$ cat src/rtl/mmx_pkg.sv
// ----------------------------------------------------------------------------
// mmx_pkg: shared types and constants of the plus-frame motor mixer
// Field widths, register indexes, reset values and lane control structs.
// ----------------------------------------------------------------------------
`default_nettype none

package mmx_pkg;

  localparam int LANES    = 4;   // one lane per motor
  localparam int FIELD_W  = 32;  // input and result fields
  localparam int GAIN_W   = 24;  // Q8.16 gains
  localparam int COEFF_W  = 32;  // inverse thrust coefficient
  localparam int ADDR_W   = 8;
  localparam int PROD_W   = 57;  // 32b signed times 24b unsigned
  localparam int SUM_W    = 58;  // three products summed
  localparam int MAG_W    = 41;  // |sum| >> 16
  localparam int MLO_W    = 32;  // low part of the magnitude into the multiplier
  localparam int MHI_W    = MAG_W - MLO_W;
  localparam int PHI_W    = MHI_W + COEFF_W;
  localparam int PFULL_W  = MAG_W + COEFF_W;
  localparam int RAD_W    = 62;  // radicand below the saturation bound
  localparam int ROOT_W   = 31;
  localparam int REM_W    = 33;
  localparam int STEPS    = RAD_W / 2;
  localparam int CNT_W    = 5;

  // register indexes
  localparam logic [ADDR_W-1:0] REG_THRUST_SHARE = 8'd0;
  localparam logic [ADDR_W-1:0] REG_TORQUE_SHARE = 8'd1;
  localparam logic [ADDR_W-1:0] REG_YAW_SHARE    = 8'd2;
  localparam logic [ADDR_W-1:0] REG_INV_COEFF    = 8'd3;

  localparam logic [GAIN_W-1:0]  THRUST_SHARE_RST = 24'd16384;
  localparam logic [GAIN_W-1:0]  TORQUE_SHARE_RST = 24'd231704;
  localparam logic [GAIN_W-1:0]  YAW_SHARE_RST    = 24'd16384;
  localparam logic [COEFF_W-1:0] INV_COEFF_RST    = 32'd100000;

  localparam logic [FIELD_W-1:0] VEL_POS_SAT = 32'h7FFF_FFFF;
  localparam logic [FIELD_W-1:0] VEL_NEG_SAT = 32'h8000_0000;

  // lane order matches the result order
  localparam int LANE_LEFT  = 0;
  localparam int LANE_FRONT = 1;
  localparam int LANE_RIGHT = 2;
  localparam int LANE_BACK  = 3;

  typedef logic signed [SUM_W-1:0] mix_sum_t;

  typedef enum logic [2:0] {
    LN_IDLE,
    LN_MUL_LO,
    LN_MUL_HI,
    LN_SUM,
    LN_ROOT,
    LN_DONE
  } lane_state_t;

  typedef struct packed {
    logic prod_load;
    logic sum_load;
  } mix_ctrl_t;

  typedef struct packed {
    logic start;
    logic take;
  } lane_ctrl_t;

  typedef struct packed {
    logic idle;
    logic done;
  } lane_stat_t;

endpackage

`default_nettype wire

$ cat src/rtl/mmx_lane.sv
// ----------------------------------------------------------------------------
// mmx_lane: thrust-to-velocity lane
// Scales |sum| by the coefficient with a shared 32x32 multiplier in two
// passes, then takes a floor square root two radicand bits per cycle.
// ----------------------------------------------------------------------------
`default_nettype none

module mmx_lane (
  input  wire                                clk,
  input  wire                                rst_n,
  input  mmx_pkg::lane_ctrl_t                ctrl,
  input  mmx_pkg::mix_sum_t                  sum,
  input  wire         [mmx_pkg::COEFF_W-1:0] coeff,
  output mmx_pkg::lane_stat_t                stat,
  output logic        [mmx_pkg::FIELD_W-1:0] velocity
);

  mmx_pkg::lane_state_t state_r, state_nxt;

  logic                          neg_r;
  logic [mmx_pkg::MAG_W-1:0]     m_r;
  logic [2*mmx_pkg::MLO_W-1:0]   prod_lo_r;
  logic [mmx_pkg::PHI_W-1:0]     prod_hi_r;
  logic                          sat_r;
  logic [mmx_pkg::RAD_W-1:0]     rad_r;
  logic [mmx_pkg::REM_W-1:0]     rem_r;
  logic [mmx_pkg::ROOT_W-1:0]    root_r;
  logic [mmx_pkg::CNT_W-1:0]     cnt_r;

  logic [mmx_pkg::MLO_W-1:0]     mul_a;
  logic [2*mmx_pkg::MLO_W-1:0]   mul_p;
  mmx_pkg::mix_sum_t             mag;
  logic [mmx_pkg::PFULL_W-1:0]   p_full;
  logic [mmx_pkg::REM_W+1:0]     rem_sh;
  logic [mmx_pkg::REM_W+1:0]     trial;
  logic                          ge;
  logic [mmx_pkg::FIELD_W-1:0]   root_ext;

  always_comb begin
    state_nxt = state_r;
    case (state_r)
      mmx_pkg::LN_IDLE:   if (ctrl.start) state_nxt = mmx_pkg::LN_MUL_LO;
      mmx_pkg::LN_MUL_LO: state_nxt = mmx_pkg::LN_MUL_HI;
      mmx_pkg::LN_MUL_HI: state_nxt = mmx_pkg::LN_SUM;
      mmx_pkg::LN_SUM:    state_nxt = mmx_pkg::LN_ROOT;
      mmx_pkg::LN_ROOT:   if (cnt_r == '0) state_nxt = mmx_pkg::LN_DONE;
      mmx_pkg::LN_DONE:   if (ctrl.take) state_nxt = mmx_pkg::LN_IDLE;
      default:            state_nxt = mmx_pkg::LN_IDLE;
    endcase
  end

  always_comb begin
    stat.idle = (state_r == mmx_pkg::LN_IDLE);
    stat.done = (state_r == mmx_pkg::LN_DONE);
    case (state_r)
      mmx_pkg::LN_MUL_HI: mul_a = {{(mmx_pkg::MLO_W-mmx_pkg::MHI_W){1'b0}},
                                   m_r[mmx_pkg::MAG_W-1:mmx_pkg::MLO_W]};
      default:            mul_a = m_r[mmx_pkg::MLO_W-1:0];
    endcase
  end

  always_ff @(posedge clk) begin
    if (!rst_n) begin
      state_r <= mmx_pkg::LN_IDLE;
    end else begin
      state_r <= state_nxt;
    end
  end

  assign mag    = sum[mmx_pkg::SUM_W-1] ? -sum : sum;
  assign mul_p  = mul_a * coeff;
  assign p_full = {prod_hi_r, {mmx_pkg::MLO_W{1'b0}}}
                + {{(mmx_pkg::PFULL_W-2*mmx_pkg::MLO_W){1'b0}}, prod_lo_r};
  assign rem_sh = {rem_r, rad_r[mmx_pkg::RAD_W-1 -: 2]};
  assign trial  = {2'b00, root_r, 2'b01};
  assign ge     = (rem_sh >= trial);

  always_ff @(posedge clk) begin
    case (state_r)
      mmx_pkg::LN_IDLE: begin
        neg_r <= sum[mmx_pkg::SUM_W-1];
        m_r   <= mag[16 +: mmx_pkg::MAG_W];
      end
      mmx_pkg::LN_MUL_LO: prod_lo_r <= mul_p;
      mmx_pkg::LN_MUL_HI: prod_hi_r <= mul_p[mmx_pkg::PHI_W-1:0];
      mmx_pkg::LN_SUM: begin
        // product at or above 2^62 saturates the root
        sat_r  <= |p_full[mmx_pkg::PFULL_W-1:mmx_pkg::RAD_W];
        rad_r  <= p_full[mmx_pkg::RAD_W-1:0];
        rem_r  <= '0;
        root_r <= '0;
        cnt_r  <= mmx_pkg::CNT_W'(mmx_pkg::STEPS - 1);
      end
      mmx_pkg::LN_ROOT: begin
        rem_r  <= ge ? mmx_pkg::REM_W'(rem_sh - trial) : rem_sh[mmx_pkg::REM_W-1:0];
        root_r <= {root_r[mmx_pkg::ROOT_W-2:0], ge};
        rad_r  <= {rad_r[mmx_pkg::RAD_W-3:0], 2'b00};
        cnt_r  <= cnt_r - 1'b1;
      end
      default: ;
    endcase
  end

  assign root_ext = {1'b0, root_r};

  always_comb begin
    if (sat_r) begin
      velocity = neg_r ? mmx_pkg::VEL_NEG_SAT : mmx_pkg::VEL_POS_SAT;
    end else begin
      velocity = neg_r ? -root_ext : root_ext;
    end
  end

endmodule

`default_nettype wire
$ cat config.mk
export PLATFORM = sky130hd
export DESIGN_NAME = mmx_lane
export DESIGN_NICKNAME = d
export VERILOG_FILES = /design/src/rtl/mmx_pkg.sv /design/src/rtl/mmx_lane.sv
export SDC_FILE = /design/constraint.sdc
export NUM_CORES = 2
export LEC_CHECK = 0
export ABC_AREA = 0
export BUFFER_PORTS_ARGS = -buffer_cell sky130_fd_sc_hd__buf_2
export CAP_MARGIN = 15
export CORE_ASPECT_RATIO = 1.75
export CORE_MARGIN = 2
export CORE_UTILIZATION = 40
export DETAILED_ROUTE_END_ITERATION = 10
export SLEW_MARGIN = 20
export SYNTH_ARGS = -nofsm -noshare
export SYNTH_HDL_FRONTEND = slang
export SYNTH_SLANG_ARGS = --single-unit
$ cat constraint.sdc
create_clock -name clk -period 20.2 [get_ports clk]
set_clock_uncertainty 0.2 [all_clocks]
set_input_delay 4.04 -clock clk [delete_from_list [all_inputs] [get_ports clk]]
set_output_delay 4.04 -clock clk [all_outputs]
set_load 0.02 [all_outputs]
# [Word level (Yosys, flattened, before mapping)]
# Index checks and enable logic that the tools add are counted.
[totals] register_bits=282 latch_bits=0 ram_bits=0 romBits=0 in_bits=94 output_inout_bits=34 elab_cells=44 mem_count=0
[classes] n_addsub=5 multipliers=1 n_div=0 n_lt_le_gt_ge=1 n_eq_ne=8 shifts=0 mux=14 bitwise=0 n_reduce_logical=5
[op_table] operator="two-way mux 32 bit" count=4
[op_table] operator="case mux 62 bit (2 select lines)" count=1
[op_table] operator="adder 73 x 64 -> 73 bit" count=1
[op_table] operator="case mux 33 bit (2 select lines)" count=1
[op_table] operator="multiplier 32 x 32 -> 64 bit" count=1
[op_table] operator="case mux 31 bit (2 select lines)" count=1
[op_table] operator="two-way mux 57 bit" count=1
[op_table] operator="negator 57 bit" count=1
[op_table] operator=">= comparator 35 x 33 -> 1 bit" count=1
[op_table] operator="two-way mux 33 bit" count=1
[op_table] operator="subtractor 33 bit" count=1
[op_table] operator="negator 31 -> 32 bit" count=1
[op_table] operator="case mux 3 bit (6 select lines)" count=1
[op_table] operator="OR reduction 11 bit" count=1
[op_table] operator="case mux 5 bit (2 select lines)" count=1
[op_table] operator="two-way mux 3 bit" count=3
[op_table] operator="equality test 3 x 2 -> 1 bit, second input constant" count=2
[op_table] operator="equality test 3 bit, second input constant" count=2
[op_table] operator="inequality test 2 bit, second input constant" count=3
[op_table] operator="logical NOT 5 bit" count=1
[op_table] operator="subtractor 5 x 1 -> 5 bit, second input constant" count=1
[op_table] operator="equality test 3 x 1 -> 1 bit, second input constant" count=1
[op_table] operator="logical NOT 3 bit" count=1
[op_table] operator="AND reduction 3 bit" count=1
[op_table] operator="nonzero test 2 bit" count=1

# [Longest topological paths before layout]
[depth] word_depth=3 mapped_depth=35 mapped_depth_nobuf=31

# [Least setup slack after synthesis]
# No wires, ideal clock.
[synth_timing] path_kind="input port to flip-flop" start="input port coeff[2] in the netlist's numbering" end="register prod_lo_r[46] in the netlist's numbering (data pin)" setup_ps=259 arrival_time_ps=10973 t_required_ps=19741 path_slack_ps=8768 cell_stages=26 n_path_buf=2 cell_sequence="clkbuf_1 > and2_1 > fa_1 > inv_1 > fa_1 > fa_1 > fa_1 > inv_1 > fa_1 > fa_1 > fa_1 > inv_1 > fa_1 > inv_1 > ha_1 > clkbuf_1 > a21oi_1 > o21ba_2 > nor2_1 > or3_1 > o21ai_0 > o211ai_1 > and3_1 > or4_1 > a21oi_1 > xnor2_1"
[synth_between] elab_chain_cells=1
[synth_rtl] element="start: declaration" line="mmx_lane.sv:13" text="input wire [mmx_pkg::COEFF_W-1:0] coeff,"
[synth_rtl] element="multiplier 32 x 32 -> 64 bit" line="mmx_lane.sv:71" text="assign mul_p = mul_a * coeff;"
[synth_rtl] element="named net mul_p (one bit)" line="mmx_lane.sv:31" text="logic [2*mmx_pkg::MLO_W-1:0] mul_p;"
[synth_rtl] element="end signal: assignment" line="mmx_lane.sv:84" text="mmx_pkg::LN_MUL_LO: prod_lo_r <= mul_p;"
[synth_rtl] element="end: declaration" line="mmx_lane.sv:22" text="logic [2*mmx_pkg::MLO_W-1:0] prod_lo_r;"
# The timed path passes the listed nets, and every way through them passes these cells.
# A chain may end at the register's enable or synchronous reset.

# [Worst setup path after layout]
[layout_timing] start="input port coeff[9] in the netlist's numbering" end="register prod_lo_r[46] in the netlist's numbering (data pin)"
# Same word-level chain as after synthesis.

==> out/results.tsv <==
stage	metric	value	unit
outcome	status	completed	
route	wl_met2	75400	µm
route	detail_route.wl_per_cell	20.8	µm
worst_setup_path	crit_buf_inv	4	
route	totalWireLength	140000	µm
floorplanning	die_y	466	µm
timing	drv_slew	0	
cts	cts_buffers	30	
timing	finalHoldViolations	0	
cts	hold_buffers	0	
cts	clock_path_buffers	3	
place	port_buffers	127	
route	drt_first_pass_iters	6	
floorplanning	die_w	268	µm
timing	rsz0062_at_grt	no	
route	drt_iter0_markers	2140	
cts	clock_latency	0.62	ns
worst_setup_path	crit_path_max_fanout	32	
synthesis	synth_edf_count	279	
floorplanning	io_pins	128	
timing	fin_setup_tns	0	ns
worst_setup_path	worst_ep_arrival_time	12.04	ns
worst_setup_path	slowest_delay	0.58	ns
route	drc	0	
run	drv_cap	0	
floorplanning	dieArea	125000	µm²
global_routing	grt-ovfl-total	0	
synthesis	synth-simple-area-share	17.8	%
worst_hold_path	hp-class	register to register	
timing	worstMarginPinSlew	1.13	ns
worst_setup_path	cpMostUsedCell	fa_1	
route	top_layer_used	met5	
global_routing	grt_use_total	23.0	%
synthesis	avgSynthCellArea	9.46	µm²
worst_setup_path	cp_top_family	adder cells	
place	dpl.hpwl	107000	µm
place	routabilityCongestion	0.922	
route	via_count	35900	
worst_setup_path	worst-setup-path-type	input pin to register	
timing	maxSlewHeadroom	24.2	%
synthesis	synth_mux_area_share	0.269	%
global_routing	grt_antenna_before_repair	8	
global_routing	grt_max_degree	90	
worst_setup_path	path_cells	buf_2 > and2_1 > fa_1 > fa_1 > inv_1 > fa_1 > fa_1 > inv_1 > fa_1 > fa_1 > fa_1 > fa_1 > ha_1 > a21oi_1 > o21ai_0 > or3_1 > o21ai_0 > buf_4 > o211ai_1 > and3_1 > or4_1 > a21oi_1 > xnor2_1	
synthesis	synth_top_family_by_area	adder cells	
global_routing	grt_pass1_wl	220000	µm
synthesis	synthAdderAreaFrac	45.3	%
cells_and_area	drive_above_1_share	5.53	%
synthesis	synth_compound_area_share	7.09	%
synthesis	synth_area	48800	µm²
floorplanning	core_area	121000	µm²
cts	ctsHtreeMaxLevel	1	
worst_setup_path	cpMaxStageDelayCell	buf_2	
synthesis	yosysUniqueCellTypes	76	
floorplanning	rows	169	
timing	fmax	84.1	MHz
synthesis	syn-num-nets	6483	
cts	cts_root_buf	clkbuf_16	
worst_setup_path	cp-start-kind	input pin	
timing	period_minus_slack	11.89	ns
worst_setup_path	critPathCaptureType	register	
timing	setup_violations	0	
synthesis	synth_xor_area_share	2.85	%
cts	clkTransAtPathRegs	0.07	ns
route	viasPerCell	5.33	
route	wl_met3	6070	µm
synthesis	ys_seq_area_share	17.3	%
timing	period_share	58.9	%
worst_setup_path	worstPathRequired	20.35	ns
route	drt-met1-wl	49300	µm
route	detail-route-antenna-nets	0	
cts	cts_setup_buffers	0	
synthesis	ys_seq_elements	282	
cells_and_area	nNetsFinal	6414	
floorplanning	initial_core_util	40.3	%
synthesis	async_flop_share	0	%
cts	cts.sinks	282	
global_routing	grt_pass1_vias	39500	
cts	tritoncts	yes	
cells_and_area	area_growth	6.26	%
synthesis	syn-instance-count	5162	
cts	cts_resized	0	
timing	hold_ws	0.311	ns
synthesis	ys.flop_type	edfxtp_1	
synthesis	yosys_warnings	0	
-- Yosys cell counts, types with 17 or more instances --
master | number | area (µm²)
and2_1 | 627 | 3920
o21a_1 | 18 | 135
edfxtp_1 | 279 | 8380
nor3_1 | 28 | 140
nor2b_1 | 43 | 269
fa_1 | 897 | 18000
inv_1 | 954 | 3580
nand2_1 | 672 | 2520
o21bai_1 | 17 | 128
a21o_1 | 65 | 488
nand2b_1 | 25 | 156
or3_1 | 26 | 163
o21ai_0 | 113 | 566
ha_1 | 330 | 4130
a21oi_1 | 160 | 801
nor2_1 | 155 | 582
xor2_1 | 39 | 342
a221o_1 | 20 | 200
xnor2_1 | 120 | 1050
nand3_1 | 43 | 215
nand4_1 | 35 | 219
clkbuf_1 | 265 | 995
o31ai_1 | 22 | 165
-- flip-flops by register name (all words and copies together), names as in the netlist --
signal	count
cnt_r	5
rad_r	62
state_r	3
sat_r	1
root_r	31
m_r	41
prod_lo_r	64
neg_r	1
rem_r	33
prod_hi_r	41
-- per-layer routing --
| metal | vias up | track usage [%] |
|---|---|---|
| met5 | - | 0 |
| met4 | 2 | 12.4 |
| met3 | 425 | 2.12 |
| met2 | 1139 | 44.2 |
| met1 | 18500 | 24.2 |
| li1 | 15900 | - |
-- worst reg2reg max path: cells and delay by family (launching register included) --
family          cells  cell delay [ns]
xor+xnor            1             0.10
mux                 1             0.86
buf+inv             8             0.96
simple gates        4             1.05
flops               1             0.43
fa+ha+maj           9             4.28
compound gates      8             2.35
-- logic make-up after synthesis --
family / count (synthesis)
AO/OA/AOI/OAI: 535
XOR/XNOR: 159
adder cells (fa/ha/maj): 1227
buffers and inverters: 1225
flip-flops: 282
multiplexers: 12
AND/OR/NAND/NOR: 1722
-- per-stage QoR --
stage | utilization [%] | cells | cell area (µm²) | setup WS (ns)
2_1_floorplan | - | 5162 | 48800 | 8.77
3_3_place_gp | 42.0 | 6685 | 50900 | 7.69
3_5_place_dp | 42.0 | 6685 | 50900 | 7.69
4_1_cts | 42.8 | 6741 | 51900 | 8.36
5_1_grt | 42.8 | 6741 | 51900 | 8.03
6_report | 42.8 | 6743 | 51900 | 8.31
-- layout make-up --
cell class,instances,area [µm²]
fillers,11800,69300
multi-input cells,3655,35900
flip-flops and latches,282,8440
inverters,954,3580
well taps,1624,2030
repair buffers,170,958
clock buffers,36,773
clock inverters,20,201
diodes,2,5.00
-- cells in the final DEF (no fill, tap or decap), drive strengths merged, types with 16 or more instances in the layout --
| master | instances |
|---|---|
| nand3 | 43 |
| xor2 | 39 |
| nand2 | 672 |
| a221o | 20 |
| ha | 330 |
| nor3 | 28 |
| o31ai | 23 |
| nand4 | 35 |
| a21oi | 160 |
| nor2 | 155 |
| nor2b | 43 |
| and2 | 627 |
| o21ai | 116 |
| nand2b | 25 |
| or3 | 29 |
| a31oi | 16 |
| clkbuf | 36 |
| edfxtp | 279 |
| buf | 170 |
| a211oi | 16 |
| fa | 897 |
| a21o | 65 |
| o21a | 18 |
| inv | 955 |
| o21bai | 17 |
| xnor2 | 120 |
-- final timing paths --
kind	slack (ns)	depth (start not counted)	end	start
min	0.31	2	rad_r[8]	rad_r[6]
max	8.31	23	prod_lo_r[46]	coeff[9]
min reg2reg	0.31	2	rad_r[8]	rad_r[6]
max reg2reg	9.75	31	prod_lo_r[49]	state_r[0]
Power is left out: the tool's default activity adds up to more than one toggle a clock period on the data nets, which glitch-free logic cannot reach.
